<file path="src/rtl/core/ntc_pkg.sv">
// Shared types, constants and the voltage/temperature table of the NTC averager.
// Used by every module in rtl/core but ntc_divider; it depends on nothing else.
package ntc_pkg;

    localparam int CODE_W           = 12;
    localparam int REF_W            = 13;
    localparam int MAXC_W           = 12;
    localparam int VOLT_W           = 13;
    localparam int TEMP_W           = 15;

    localparam int SAMPLE_COUNT_DEF = 16;
    localparam int TABLE_POINTS_DEF = 15;
    localparam int TBL_PTS_MAX      = 15;

    localparam int SEG_W            = 4;
    localparam int MV_W             = 12;
    localparam int T16_W            = 13;
    localparam int DT_W             = 14;
    localparam int DV_W             = 14;
    localparam int TPROD_W          = DT_W + DV_W;
    // The interpolation quotient stays well below 2^22 for this table.
    localparam int TQ_W             = 22;
    localparam int TSUM_W           = 24;

    localparam int APB_ADDR_W       = 3;
    localparam int APB_DATA_W       = 32;
    localparam int S_TDATA_W        = 16;
    localparam int M_TDATA_W        = 32;

    localparam logic [VOLT_W-1:0]        VOLT_SAT   = 13'd5000;
    localparam logic signed [TEMP_W-1:0] TEMP_MAX   = 15'sh3FFF;
    localparam logic signed [TEMP_W-1:0] TEMP_MIN   = 15'sh4000;
    localparam logic [REF_W-1:0]         REF_RESET  = 13'd3300;
    localparam logic [MAXC_W-1:0]        MAXC_RESET = 12'd4095;

    localparam logic [0:0] REG_ADC_REF_MV   = 1'b0;
    localparam logic [0:0] REG_ADC_MAX_CODE = 1'b1;

    // Table voltages in mV, falling strictly, and temperatures in 1/16 degC.
    localparam logic [MV_W-1:0] TBL_MV [TBL_PTS_MAX] = '{
        12'd2046, 12'd1653, 12'd1240, 12'd838, 12'd525, 12'd414, 12'd370, 12'd293,
        12'd245, 12'd193, 12'd173, 12'd139, 12'd119, 12'd95, 12'd84
    };
    localparam logic [T16_W-1:0] TBL_T16 [TBL_PTS_MAX] = '{
        13'd1647, 13'd1932, 13'd2244, 13'd2609, 13'd3024, 13'd3229, 13'd3328,
        13'd3525, 13'd3684, 13'd3888, 13'd3987, 13'd4165, 13'd4310, 13'd4475,
        13'd4589
    };

    typedef struct packed {
        logic accept;
        logic load_vprod;
        logic div_start;
        logic div_sel_temp;
        logic take_volt;
        logic load_seg;
        logic load_tprod;
        logic load_out;
        logic out_pop;
    } t_cmd;

    typedef struct packed {
        logic last_sample;
        logic div_done;
        logic out_valid;
    } t_sts;

    // First segment i whose lower end does not exceed v; the last segment
    // when v lies below every point. Compares are independent, then priority.
    function automatic logic [SEG_W-1:0] seg_find(input logic [VOLT_W-1:0] v,
                                                  input int npts);
        logic [SEG_W-1:0] seg;
        seg = SEG_W'(npts - 2);
        for (int i = TBL_PTS_MAX - 2; i >= 0; i--) begin
            if ((i + 2 <= npts) && (v >= {1'b0, TBL_MV[i + 1]})) begin
                seg = SEG_W'(i);
            end
        end
        return seg;
    endfunction

endpackage

</file>
<file path="src/rtl/core/ntc_divider.sv">
// Iterative restoring divider, one quotient bit per cycle.
// Uses no package; instantiated by ntc_datapath.
module ntc_divider #(
    parameter int NUM_W = 29,
    parameter int DEN_W = 16
) (
    input  logic             i_clk,
    input  logic             i_rst_n,
    input  logic             i_start,
    input  logic [NUM_W-1:0] i_num,
    input  logic [DEN_W-1:0] i_den,
    output logic             o_done,
    output logic [NUM_W-1:0] o_quo
);

    localparam int CNT_W = $clog2(NUM_W + 1);

    logic             r_busy;
    logic             r_done;
    logic [CNT_W-1:0] r_cnt;
    logic [NUM_W-1:0] r_quo;
    logic [DEN_W-1:0] r_rem;
    logic [DEN_W-1:0] r_den;

    logic [DEN_W:0]   rem_sh;
    logic [DEN_W:0]   rem_sub;
    logic             ge;

    always_comb begin
        rem_sh  = {r_rem, r_quo[NUM_W-1]};
        ge      = rem_sh >= {1'b0, r_den};
        rem_sub = rem_sh - {1'b0, r_den};
    end

    always_ff @(posedge i_clk) begin
        if (!i_rst_n) begin
            r_busy <= 1'b0;
            r_done <= 1'b0;
            r_cnt  <= '0;
        end else begin
            r_done <= 1'b0;
            if (i_start) begin
                r_busy <= 1'b1;
                r_cnt  <= CNT_W'(NUM_W);
            end else if (r_busy) begin
                r_cnt <= r_cnt - CNT_W'(1);
                if (r_cnt == CNT_W'(1)) begin
                    r_busy <= 1'b0;
                    r_done <= 1'b1;
                end
            end
        end
    end

    always_ff @(posedge i_clk) begin
        if (i_start) begin
            r_quo <= i_num;
            r_rem <= '0;
            r_den <= i_den;
        end else if (r_busy) begin
            r_quo <= {r_quo[NUM_W-2:0], ge};
            r_rem <= ge ? DEN_W'(rem_sub) : DEN_W'(rem_sh);
        end
    end

    assign o_done = r_done;
    assign o_quo  = r_quo;

    a_no_restart: assert property (@(posedge i_clk) disable iff (!i_rst_n)
        i_start |-> !r_busy)
        else $error("divider started while busy");

endmodule

</file>
<file path="src/rtl/core/ntc_datapath.sv">
// Datapath of the NTC averager: sample sum, voltage scaling, segment pick,
// interpolation and output register. Depends on ntc_pkg and ntc_divider.
module ntc_datapath #(
    parameter int SAMPLE_COUNT = ntc_pkg::SAMPLE_COUNT_DEF,
    parameter int TABLE_POINTS = ntc_pkg::TABLE_POINTS_DEF
) (
    input  logic                               i_clk,
    input  logic                               i_rst_n,
    input  ntc_pkg::t_cmd                      i_cmd,
    input  logic [ntc_pkg::CODE_W-1:0]         i_adc_code,
    input  logic [ntc_pkg::REF_W-1:0]          i_adc_ref_mv,
    input  logic [ntc_pkg::MAXC_W-1:0]         i_adc_max_code,
    output ntc_pkg::t_sts                      o_sts,
    output logic [ntc_pkg::VOLT_W-1:0]         o_voltage_mv,
    output logic signed [ntc_pkg::TEMP_W-1:0]  o_temperature_x16
);

    localparam int SUM_W = $clog2(SAMPLE_COUNT * 4095 + 1);
    localparam int CNT_W = (SAMPLE_COUNT > 1) ? $clog2(SAMPLE_COUNT) : 1;
    localparam int DIV_W = SUM_W + ntc_pkg::REF_W;

    logic [SUM_W-1:0]                     r_sum;
    logic [CNT_W-1:0]                     r_idx;
    logic [DIV_W-1:0]                     r_vprod;
    logic [SUM_W-1:0]                     r_vden;
    logic [ntc_pkg::VOLT_W-1:0]           r_volt;
    logic signed [ntc_pkg::DT_W-1:0]      r_dt;
    logic signed [ntc_pkg::DV_W-1:0]      r_dv;
    logic [ntc_pkg::MV_W-1:0]             r_dd;
    logic [ntc_pkg::T16_W-1:0]            r_t2;
    logic signed [ntc_pkg::TPROD_W-1:0]   r_tprod;
    logic                                 r_out_valid;
    logic [ntc_pkg::VOLT_W-1:0]           r_out_volt;
    logic signed [ntc_pkg::TEMP_W-1:0]    r_out_temp;

    logic                                 last_sample;
    logic [ntc_pkg::MAXC_W-1:0]           maxc_eff;
    logic [ntc_pkg::SEG_W-1:0]            seg;
    logic [ntc_pkg::SEG_W-1:0]            seg_nx;
    logic [ntc_pkg::TPROD_W-1:0]          t_mag;
    logic [DIV_W-1:0]                     div_num;
    logic [SUM_W-1:0]                     div_den;
    logic                                 div_done;
    logic [DIV_W-1:0]                     div_quo;
    logic [ntc_pkg::VOLT_W-1:0]           volt_sat;
    logic signed [ntc_pkg::TSUM_W-1:0]    q_ext;
    logic signed [ntc_pkg::TSUM_W-1:0]    q_s;
    logic signed [ntc_pkg::TSUM_W-1:0]    t_sum;
    logic signed [ntc_pkg::TEMP_W-1:0]    t_sat;

    always_comb begin
        last_sample = r_idx == CNT_W'(SAMPLE_COUNT - 1);
        maxc_eff    = (i_adc_max_code == '0) ? ntc_pkg::MAXC_W'(1) : i_adc_max_code;
        seg         = ntc_pkg::seg_find(r_volt, TABLE_POINTS);
        seg_nx      = seg + ntc_pkg::SEG_W'(1);
        t_mag       = r_tprod[ntc_pkg::TPROD_W-1] ? ntc_pkg::TPROD_W'(-r_tprod)
                                                  : ntc_pkg::TPROD_W'(r_tprod);
        div_num     = i_cmd.div_sel_temp ? DIV_W'(t_mag) : r_vprod;
        div_den     = i_cmd.div_sel_temp ? SUM_W'(r_dd) : r_vden;
        volt_sat    = (div_quo > DIV_W'(ntc_pkg::VOLT_SAT)) ? ntc_pkg::VOLT_SAT
                                                          : div_quo[ntc_pkg::VOLT_W-1:0];
        // Quotient truncates toward zero: divide magnitudes, then restore sign.
        q_ext       = $signed(ntc_pkg::TSUM_W'(div_quo[ntc_pkg::TQ_W-1:0]));
        q_s         = r_tprod[ntc_pkg::TPROD_W-1] ? -q_ext : q_ext;
        t_sum       = q_s + $signed(ntc_pkg::TSUM_W'(r_t2));
        if (t_sum > ntc_pkg::TSUM_W'(ntc_pkg::TEMP_MAX)) begin
            t_sat = ntc_pkg::TEMP_MAX;
        end else if (t_sum < ntc_pkg::TSUM_W'(ntc_pkg::TEMP_MIN)) begin
            t_sat = ntc_pkg::TEMP_MIN;
        end else begin
            t_sat = ntc_pkg::TEMP_W'(t_sum);
        end
    end

    ntc_divider #(
        .NUM_W (DIV_W),
        .DEN_W (SUM_W)
    ) u_div (
        .i_clk   (i_clk),
        .i_rst_n (i_rst_n),
        .i_start (i_cmd.div_start),
        .i_num   (div_num),
        .i_den   (div_den),
        .o_done  (div_done),
        .o_quo   (div_quo)
    );

    always_ff @(posedge i_clk) begin
        if (!i_rst_n) begin
            r_sum       <= '0;
            r_idx       <= '0;
            r_out_valid <= 1'b0;
        end else begin
            if (i_cmd.accept) begin
                r_sum <= r_sum + SUM_W'(i_adc_code);
                r_idx <= last_sample ? '0 : r_idx + CNT_W'(1);
            end else if (i_cmd.load_vprod) begin
                r_sum <= '0;
            end
            if (i_cmd.load_out) begin
                r_out_valid <= 1'b1;
            end else if (i_cmd.out_pop) begin
                r_out_valid <= 1'b0;
            end
        end
    end

    always_ff @(posedge i_clk) begin
        if (i_cmd.load_vprod) begin
            r_vprod <= DIV_W'(r_sum) * DIV_W'(i_adc_ref_mv);
            r_vden  <= SUM_W'(SAMPLE_COUNT) * SUM_W'(maxc_eff);
        end
        if (i_cmd.take_volt) begin
            r_volt <= volt_sat;
        end
        if (i_cmd.load_seg) begin
            r_dt <= $signed({1'b0, ntc_pkg::TBL_T16[seg]})
                  - $signed({1'b0, ntc_pkg::TBL_T16[seg_nx]});
            r_dv <= $signed({1'b0, r_volt}) - $signed({2'b00, ntc_pkg::TBL_MV[seg_nx]});
            r_dd <= ntc_pkg::TBL_MV[seg] - ntc_pkg::TBL_MV[seg_nx];
            r_t2 <= ntc_pkg::TBL_T16[seg_nx];
        end
        if (i_cmd.load_tprod) begin
            r_tprod <= r_dt * r_dv;
        end
        if (i_cmd.load_out) begin
            r_out_volt <= r_volt;
            r_out_temp <= t_sat;
        end
    end

    assign o_sts.last_sample = last_sample;
    assign o_sts.div_done    = div_done;
    assign o_sts.out_valid   = r_out_valid;
    assign o_voltage_mv      = r_out_volt;
    assign o_temperature_x16 = r_out_temp;

    a_out_free: assert property (@(posedge i_clk) disable iff (!i_rst_n)
        i_cmd.load_out |-> !r_out_valid)
        else $error("result loaded over an untaken result");

    a_volt_sat: assert property (@(posedge i_clk) disable iff (!i_rst_n)
        i_cmd.take_volt |=> (r_volt <= ntc_pkg::VOLT_SAT))
        else $error("voltage above saturation limit");

endmodule

</file>
<file path="src/rtl/core/ntc_ctrl.sv">
// Sequencer of the NTC averager: input handshake, the two divisions and the
// result hand-off. Depends on ntc_pkg for the command and status types.
module ntc_ctrl (
    input  logic          i_clk,
    input  logic          i_rst_n,
    input  logic          i_s_tvalid,
    input  logic          i_m_tready,
    input  ntc_pkg::t_sts i_sts,
    output logic          o_s_tready,
    output ntc_pkg::t_cmd o_cmd
);

    typedef enum logic [3:0] {
        S_IDLE,
        S_VMUL,
        S_VSTART,
        S_VWAIT,
        S_SEG,
        S_TMUL,
        S_TSTART,
        S_TWAIT
    } t_state;

    t_state r_state;
    t_state n_state;
    logic   s_tready;
    logic   accept;

    always_comb begin
        s_tready = (r_state == S_IDLE) && !(i_sts.last_sample && i_sts.out_valid);
        accept   = i_s_tvalid && s_tready;
        n_state  = r_state;
        o_cmd    = '0;
        o_cmd.accept  = accept;
        o_cmd.out_pop = i_sts.out_valid && i_m_tready;
        case (r_state)
            S_IDLE: begin
                if (accept && i_sts.last_sample) begin
                    n_state = S_VMUL;
                end
            end
            S_VMUL: begin
                o_cmd.load_vprod = 1'b1;
                n_state          = S_VSTART;
            end
            S_VSTART: begin
                o_cmd.div_start = 1'b1;
                n_state         = S_VWAIT;
            end
            S_VWAIT: begin
                if (i_sts.div_done) begin
                    o_cmd.take_volt = 1'b1;
                    n_state         = S_SEG;
                end
            end
            S_SEG: begin
                o_cmd.load_seg = 1'b1;
                n_state        = S_TMUL;
            end
            S_TMUL: begin
                o_cmd.load_tprod = 1'b1;
                n_state          = S_TSTART;
            end
            S_TSTART: begin
                o_cmd.div_start    = 1'b1;
                o_cmd.div_sel_temp = 1'b1;
                n_state            = S_TWAIT;
            end
            S_TWAIT: begin
                if (i_sts.div_done) begin
                    o_cmd.load_out = 1'b1;
                    n_state        = S_IDLE;
                end
            end
            default: begin
                n_state = S_IDLE;
            end
        endcase
    end

    always_ff @(posedge i_clk) begin
        if (!i_rst_n) begin
            r_state <= S_IDLE;
        end else begin
            r_state <= n_state;
        end
    end

    assign o_s_tready = s_tready;

    a_block_end: assert property (@(posedge i_clk) disable iff (!i_rst_n)
        (accept && i_sts.last_sample) |=> (r_state == S_VMUL))
        else $error("last sample of a block did not start the computation");

endmodule

</file>
<file path="src/rtl/core/ntc_adc_average_to_temperature_core.sv">
// Top level of the NTC ADC averager with piecewise-linear temperature lookup.
// Depends on ntc_pkg, ntc_ctrl, ntc_datapath and ntc_divider.
//
// Usage: raw 12-bit thermistor ADC codes arrive as transfers on the s_axis
// channel. Every SAMPLE_COUNT codes form one block; the last code of a block
// produces one result transfer on m_axis carrying the mean divider voltage in
// mV (saturated at 5000) and the temperature in 1/16 degC, interpolated in a
// fixed table of TABLE_POINTS points and saturated to 15 bits signed.
// A code that does not close a block is taken while the block is idle. After the
// closing code the block runs two iterative divisions of DIV_W = SUM_W + 13 bits
// each on the shared one-bit-per-cycle divider, and s_axis_tready stays low
// meanwhile, until the result has been loaded into the output register.
// The result is held in an output register, so codes keep being taken while it
// waits; only the code that would close the next block is held off until the
// result has been taken. A stalled receiver thus never loses a result.
// Reset clears the sum, the sample count and the output valid, and sets
// adc_ref_mv to 3300 and adc_max_code to 4095. The APB registers are meant to
// be written while the block is idle; new values apply to the next result.
module ntc_adc_average_to_temperature_core #(
    parameter int SAMPLE_COUNT = ntc_pkg::SAMPLE_COUNT_DEF,
    parameter int TABLE_POINTS = ntc_pkg::TABLE_POINTS_DEF
) (
    input  logic                              i_clk,
    input  logic                              i_rst_n,
    // s_axis_tdata: [11:0] adc_code, [15:12] zero.
    input  logic                              s_axis_tvalid,
    output logic                              s_axis_tready,
    input  logic [ntc_pkg::S_TDATA_W-1:0]     s_axis_tdata,
    // m_axis_tdata: [12:0] voltage_mv, [27:13] temperature_x16, [31:28] zero.
    output logic                              m_axis_tvalid,
    input  logic                              m_axis_tready,
    output logic [ntc_pkg::M_TDATA_W-1:0]     m_axis_tdata,
    input  logic                              psel,
    input  logic                              penable,
    input  logic                              pwrite,
    input  logic [ntc_pkg::APB_ADDR_W-1:0]    paddr,
    input  logic [ntc_pkg::APB_DATA_W-1:0]    pwdata,
    output logic [ntc_pkg::APB_DATA_W-1:0]    prdata,
    output logic                              pready
);

    logic [ntc_pkg::REF_W-1:0]          r_adc_ref_mv;
    logic [ntc_pkg::MAXC_W-1:0]         r_adc_max_code;

    ntc_pkg::t_cmd                      cmd;
    ntc_pkg::t_sts                      sts;
    logic [ntc_pkg::VOLT_W-1:0]         voltage_mv;
    logic signed [ntc_pkg::TEMP_W-1:0]  temperature_x16;
    logic                               cfg_write;

    // Register index is address bit 2; the low two address bits select a
    // byte within the word and are ignored.
    assign cfg_write = psel && penable && pwrite && pready;
    assign pready    = 1'b1;

    always_ff @(posedge i_clk) begin
        if (!i_rst_n) begin
            r_adc_ref_mv   <= ntc_pkg::REF_RESET;
            r_adc_max_code <= ntc_pkg::MAXC_RESET;
        end else if (cfg_write) begin
            case (paddr[2])
                ntc_pkg::REG_ADC_REF_MV: begin
                    r_adc_ref_mv <= pwdata[ntc_pkg::REF_W-1:0];
                end
                ntc_pkg::REG_ADC_MAX_CODE: begin
                    r_adc_max_code <= pwdata[ntc_pkg::MAXC_W-1:0];
                end
                default: begin
                    r_adc_ref_mv <= r_adc_ref_mv;
                end
            endcase
        end
    end

    always_comb begin
        case (paddr[2])
            ntc_pkg::REG_ADC_REF_MV:   prdata = ntc_pkg::APB_DATA_W'(r_adc_ref_mv);
            ntc_pkg::REG_ADC_MAX_CODE: prdata = ntc_pkg::APB_DATA_W'(r_adc_max_code);
            default:                   prdata = '0;
        endcase
    end

    ntc_ctrl u_ctrl (
        .i_clk      (i_clk),
        .i_rst_n    (i_rst_n),
        .i_s_tvalid (s_axis_tvalid),
        .i_m_tready (m_axis_tready),
        .i_sts      (sts),
        .o_s_tready (s_axis_tready),
        .o_cmd      (cmd)
    );

    ntc_datapath #(
        .SAMPLE_COUNT (SAMPLE_COUNT),
        .TABLE_POINTS (TABLE_POINTS)
    ) u_datapath (
        .i_clk             (i_clk),
        .i_rst_n           (i_rst_n),
        .i_cmd             (cmd),
        .i_adc_code        (s_axis_tdata[ntc_pkg::CODE_W-1:0]),
        .i_adc_ref_mv      (r_adc_ref_mv),
        .i_adc_max_code    (r_adc_max_code),
        .o_sts             (sts),
        .o_voltage_mv      (voltage_mv),
        .o_temperature_x16 (temperature_x16)
    );

    assign m_axis_tvalid = sts.out_valid;
    assign m_axis_tdata  = {
        {(ntc_pkg::M_TDATA_W - ntc_pkg::TEMP_W - ntc_pkg::VOLT_W){1'b0}},
        temperature_x16,
        voltage_mv
    };

endmodule
</file>
<file path="config.mk">
export PLATFORM = sky130hd
export DESIGN_NAME = ntc_adc_average_to_temperature_core
export DESIGN_NICKNAME = d
export VERILOG_FILES = /design/src/rtl/core/ntc_pkg.sv /design/src/rtl/core/ntc_divider.sv /design/src/rtl/core/ntc_datapath.sv /design/src/rtl/core/ntc_ctrl.sv /design/src/rtl/core/ntc_adc_average_to_temperature_core.sv
export SDC_FILE = /design/constraint.sdc
export NUM_CORES = 2
export LEC_CHECK = 0
export BUFFER_PORTS_ARGS = -buffer_cell sky130_fd_sc_hd__buf_2
export CORE_AREA = 2 2 233 235
export CTS_CLUSTER_SIZE = 14
export DETAILED_ROUTE_END_ITERATION = 6
export DIE_AREA = 0 0 235 237
export MAX_ROUTING_LAYER = met4
export PLACE_DENSITY = 0.77
export SETUP_SLACK_MARGIN = 0.15
export SLEW_MARGIN = 10
export SYNTH_ARGS = -nofsm -noshare
export SYNTH_HDL_FRONTEND = slang
export SYNTH_SLANG_ARGS = --single-unit
</file>
<file path="constraint.sdc">
create_clock -name i_clk -period 11.2 [get_ports i_clk]
set_clock_uncertainty 0.1 [all_clocks]
set_input_delay 0 -clock i_clk [delete_from_list [all_inputs] [get_ports i_clk]]
set_output_delay 0 -clock i_clk [all_outputs]
set_load 0.02 [all_outputs]
</file>
==> flow_summary.rst <==
.. list-table::
   :header-rows: 1

   * - Metric
     - Value
   * - Wire length of the first global-routing pass
     - 118.8 mm
   * - Rel. slew slack
     - 0.3073
   * - Post-detailed-placement half-perimeter wirelength
     - 52.19 mm
   * - WP data arrival
     - 8020 ps
   * - Height of the die
     - approximately 240 um
   * - Max cap viols
     - 0
   * - Peak supply drop
     - 0.0001307 V
   * - Global placer's final weighted congestion
     - a little under 1
   * - Signed area change from the synthesized netlist to the final layout
     - 7.399%
   * - Standard-cell row count
     - 85
   * - Cell Int Power
     - 2.343 mW
   * - Total GRT Usage
     - 0.2680
   * - Critical Path End Type
     - flip-flop
   * - Tmin final
     - 7801 ps
   * - Setup repair after global routing missed its margin
     - false
   * - Static Leak
     - approximately 15 nW
   * - Routed len/inst
     - 17.67 um
   * - Synth Cell Area
     - 0.03046 mm2
   * - Count of mapped cells out of synthesis
     - around 3200
   * - Type of the most critical hold path
     - in2reg
   * - Post-CTS Setup Inserts
     - 0
   * - Post-synthesis sequential area ratio
     - 0.2524
   * - CP Class
     - reg2reg
   * - Later-pin clock latency in the skew report
     - approximately 600 ps
   * - CTS Sinks
     - 280
   * - Cell breakdown of the critical path
     - o21ai_0, a21oi_1, a2111o_2, a221o_1, o211ai_1, and2_1, inv_2, ha_1, inv_1, ha_1, clkinv_1, xnor2_1, o21a_1, xor2_1, ha_1, nand3_1, nand2_1, a21o_1, a31o_1, o41ai_2, nor2_1, a2111oi_2, xor2_1
   * - Yosys cell types
     - 94
   * - Power dissipated by switching net loads
     - 1.186 mW
   * - Max FO, Critical Path
     - 23
   * - 1st-iter DRT viols
     - 1695
   * - Count of buffers from port buffering
     - 75
   * - Run status
     - complete, no violations
   * - CTS clock-pin slew for the worst setup and hold paths
     - 60 ps
   * - Kind of start point of the critical path
     - flip-flop
   * - Fraction of layout cells with a size suffix above 1
     - 0.06383
   * - Pin count of the biggest net entering global routing
     - 76
   * - Via count of the first global-routing pass
     - 23620
   * - Share of synthesized flip-flops with an asynchronous set or reset
     - 0
   * - Die Outline Area
     - approximately 0.056 mm2
   * - Portion of total power attributed to the clock network
     - 0.297
   * - Number of synthesized flops with an enable pin
     - 208
   * - Post-synthesis sequential element count
     - 280
   * - Avg Inst Size Synth
     - 9.377 um2
   * - Switch share
     - 0.3361
   * - Transition time at the pin with the least slew margin
     - 1032 ps
   * - Router iterations before antenna repair
     - 6
   * - Die width
     - 235 um
   * - Share of power burned in combinational logic
     - 0.330
   * - Total power
     - 3.529 mW
   * - Initial Utilization
     - 0.5716
   * - Final ANT Viol Nets
     - 0
   * - Vias per cell
     - 5.733
   * - Number of hold violations in the final report
     - 0
   * - Total power density per cell area
     - 107.9 mW/mm2
   * - Biggest cell delay along the critical path
     - 730 ps
   * - TritonCTS clock tree
     - built
   * - Core outline area
     - 0.05328 mm2
   * - Detailed-route wire length
     - 70.43 mm
   * - CTS buffer count
     - 31
   * - Clock Tree Root
     - sky130_fd_sc_hd__clkbuf_16
   * - Portion of total power attributed to sequential cells
     - 0.374
   * - Antenna violations before repair
     - 0
   * - Achievable clock frequency
     - 128.2 MHz
   * - DRC viols
     - 0
   * - Buffer depth of the longest clock path
     - 3
   * - Sum of overflow across all layers after global routing
     - 0
   * - Number of synthesis warnings
     - 0
   * - Number of slew-limit violations in the final report
     - 0
   * - Share of the clock period used by the worst path
     - 0.6965
   * - Top flip-flop cell by instance count after synthesis
     - sky130_fd_sc_hd__edfxtp_1
   * - Count of endpoints failing setup in the final report
     - 0
   * - Most frequent cell on the critical path
     - sky130_fd_sc_hd__ha_1
   * - Cell with the largest stage delay on the worst path
     - sky130_fd_sc_hd__a2111o_2
   * - Vias post-DR
     - approximately 23000
   * - # H-tree levels
     - 1
   * - Sum Neg Setup Slack
     - 0 ps
   * - Number of nets in the finished design
     - 3916
   * - Cell type group with the largest total delay on the critical path
     - compound AO/OA/AOI/OAI gates
   * - Required time reported for the critical path endpoint
     - 11420 ps
   * - Total I/O pin count
     - 125
   * - Crit path buffers/inverters
     - 3
==> through the flow <==
| step | worst slack (ps) | utilization | hold WS [ps] | instance area (um2) | instances |
|---|---|---|---|---|---|
| 6_report | 3399 | 0.6139 | 79.91 | 32710 | 3987 |
| 5_1_grt | 2802 | 0.6138 | 81.02 | 32710 | 3986 |
| 4_1_cts | 3477 | 0.6138 | 43.25 | 32710 | 3986 |
| 3_5_place_dp | 3538 | 0.5840 | 131.4 | 31120 | 3874 |
| 3_3_place_gp | 3607 | 0.5840 | 127.8 | 31120 | 3874 |
| 2_1_floorplan | 4921 | - | 23.97 | 30540 | 3270 |
==> worst paths after layout <==
check	slack, ps	depth (start not counted)	to	startpoint
max	3400	23	u_datapath.r_dv[12]	u_datapath.r_volt[1]
min reg2reg	390	2	u_datapath.u_div.r_rem[1]	u_datapath.u_div.r_rem[1]
max reg2reg	3400	23	u_datapath.r_dv[12]	u_datapath.r_volt[1]
min	80	4	r_adc_ref_mv[11]	pwdata[11]
==> cell usage in the layout (no fill, tap or decap), drive strengths merged, types with 9 or more instances in the layout <==
| cell type | instances |
|---|---|
| nor2 | 131 |
| dfxtp | 72 |
| a21oi | 154 |
| and2 | 190 |
| conb | 24 |
| ha | 240 |
| nand2b | 42 |
| nor3 | 45 |
| o21ai | 138 |
| fa | 353 |
| xnor2 | 110 |
| a21boi | 26 |
| nand2 | 438 |
| a21o | 46 |
| clkbuf | 39 |
| edfxtp | 208 |
| o21a | 10 |
| o211ai | 14 |
| nand4 | 13 |
| dlygate4sd3 | 54 |
| and3 | 19 |
| buf | 94 |
| nor4 | 12 |
| clkinv | 11 |
| a31oi | 16 |
| xor2 | 66 |
| or4 | 9 |
| mux2 | 25 |
| inv | 440 |
| mux2i | 17 |
| nand3 | 60 |
| o21bai | 18 |
| or3 | 11 |
| o31ai | 21 |
| nor2b | 18 |
| a211oi | 15 |
==> flip-flops by register name (all words and copies together) (netlist names), 12 cells and up <==
register / flops
u_datapath.r_tprod: 28
u_datapath.r_dd: 12
u_datapath.u_div.o_quo: 29
r_adc_ref_mv: 13
u_datapath.o_temperature_x16: 15
u_datapath.u_div.r_rem: 16
u_datapath.r_sum: 16
u_datapath.o_voltage_mv: 13
r_adc_max_code: 12
u_datapath.r_vden: 12
u_datapath.r_vprod: 29
u_datapath.u_div.r_den: 16
u_datapath.r_dt: 14
u_datapath.r_dv: 14
u_datapath.r_t2: 13
u_datapath.r_volt: 13
==> worst register-to-register path: cells and delay by family, from the launching register on <==
kind            cells  cell delay, ps
compound gates     10            3420
xor+xnor            3             580
fa+ha+maj           3            1110
buf+inv             3             790
flops               1             690
simple gates        4             800
==> cells in the mapped netlist, drive strengths merged (45+ instances only) <==
| library cell | count | area [um2] |
|---|---|---|
| inv | 438 | 1644 |
| xnor2 | 110 | 970.9 |
| dfxtp | 72 | 1441 |
| ha | 240 | 3003 |
| o21ai | 138 | 690.7 |
| nand2 | 438 | 1644 |
| nor3 | 45 | 257.8 |
| xor2 | 66 | 578.1 |
| clkbuf | 139 | 521.8 |
| buf | 47 | 307.8 |
| and2 | 190 | 1189 |
| fa | 353 | 7067 |
| a21oi | 154 | 770.7 |
| nor2 | 131 | 491.7 |
| nand3 | 60 | 305.3 |
| a21o | 46 | 345.3 |
| edfxtp | 208 | 6246 |
==> logic make-up after synthesis <==
group	count (synthesis)	synth area share
AOI/OAI and AO/OA	517	0.1075
and+or+nand+nor	1011	0.1610
adders and majority gates	595	0.3313
xor gates and xnor gates	176	0.05086
muxes	42	0.01524
other	2	0.0002466
DFF	280	0.2524
buffers and inverters	625	0.08134
==> layer usage <==
layer  GRT usage  part of all wire  wire [um]  vias up
met2      0.4436              0.49      34470      753
li1            -                 -          -    10620
met5           -                 0          0        -
met3     0.02693             0.058       4090      165
met4     0.08113             0.030       2079        0
met1      0.3509              0.42      29790    11320
==> power groups by stage <==
stage | Clock, mW | Combinational (mW) | Sequential [mW]
CTS | 1.06 | 1.17 | 1.31
global route | 1.11 | 1.34 | 1.33
floorplan | 0 | 0.962 | 1.28
global placement | 0 | 1.10 | 1.33
finish | 1.05 | 1.16 | 1.32
detailed placement | 0 | 1.14 | 1.33
==> layout make-up <==
cell class	instances	area (um2)
fillers	4281	20570
flip-flops and latches	280	7687
inverters	439	1648
clock buffers	39	847.1
well taps	696	870.8
clock inverters	19	202.7
repair buffers	148	1059
diodes	1	2.502
multi-input cells	2365	20390
==> timing repair <==
action / CTS / global route
endpoints found under the hold margin: 55 / 0
hold buffers: 54 / 0
gates resized for setup: 0 / 0
Power figures use the tool's default switching activity.
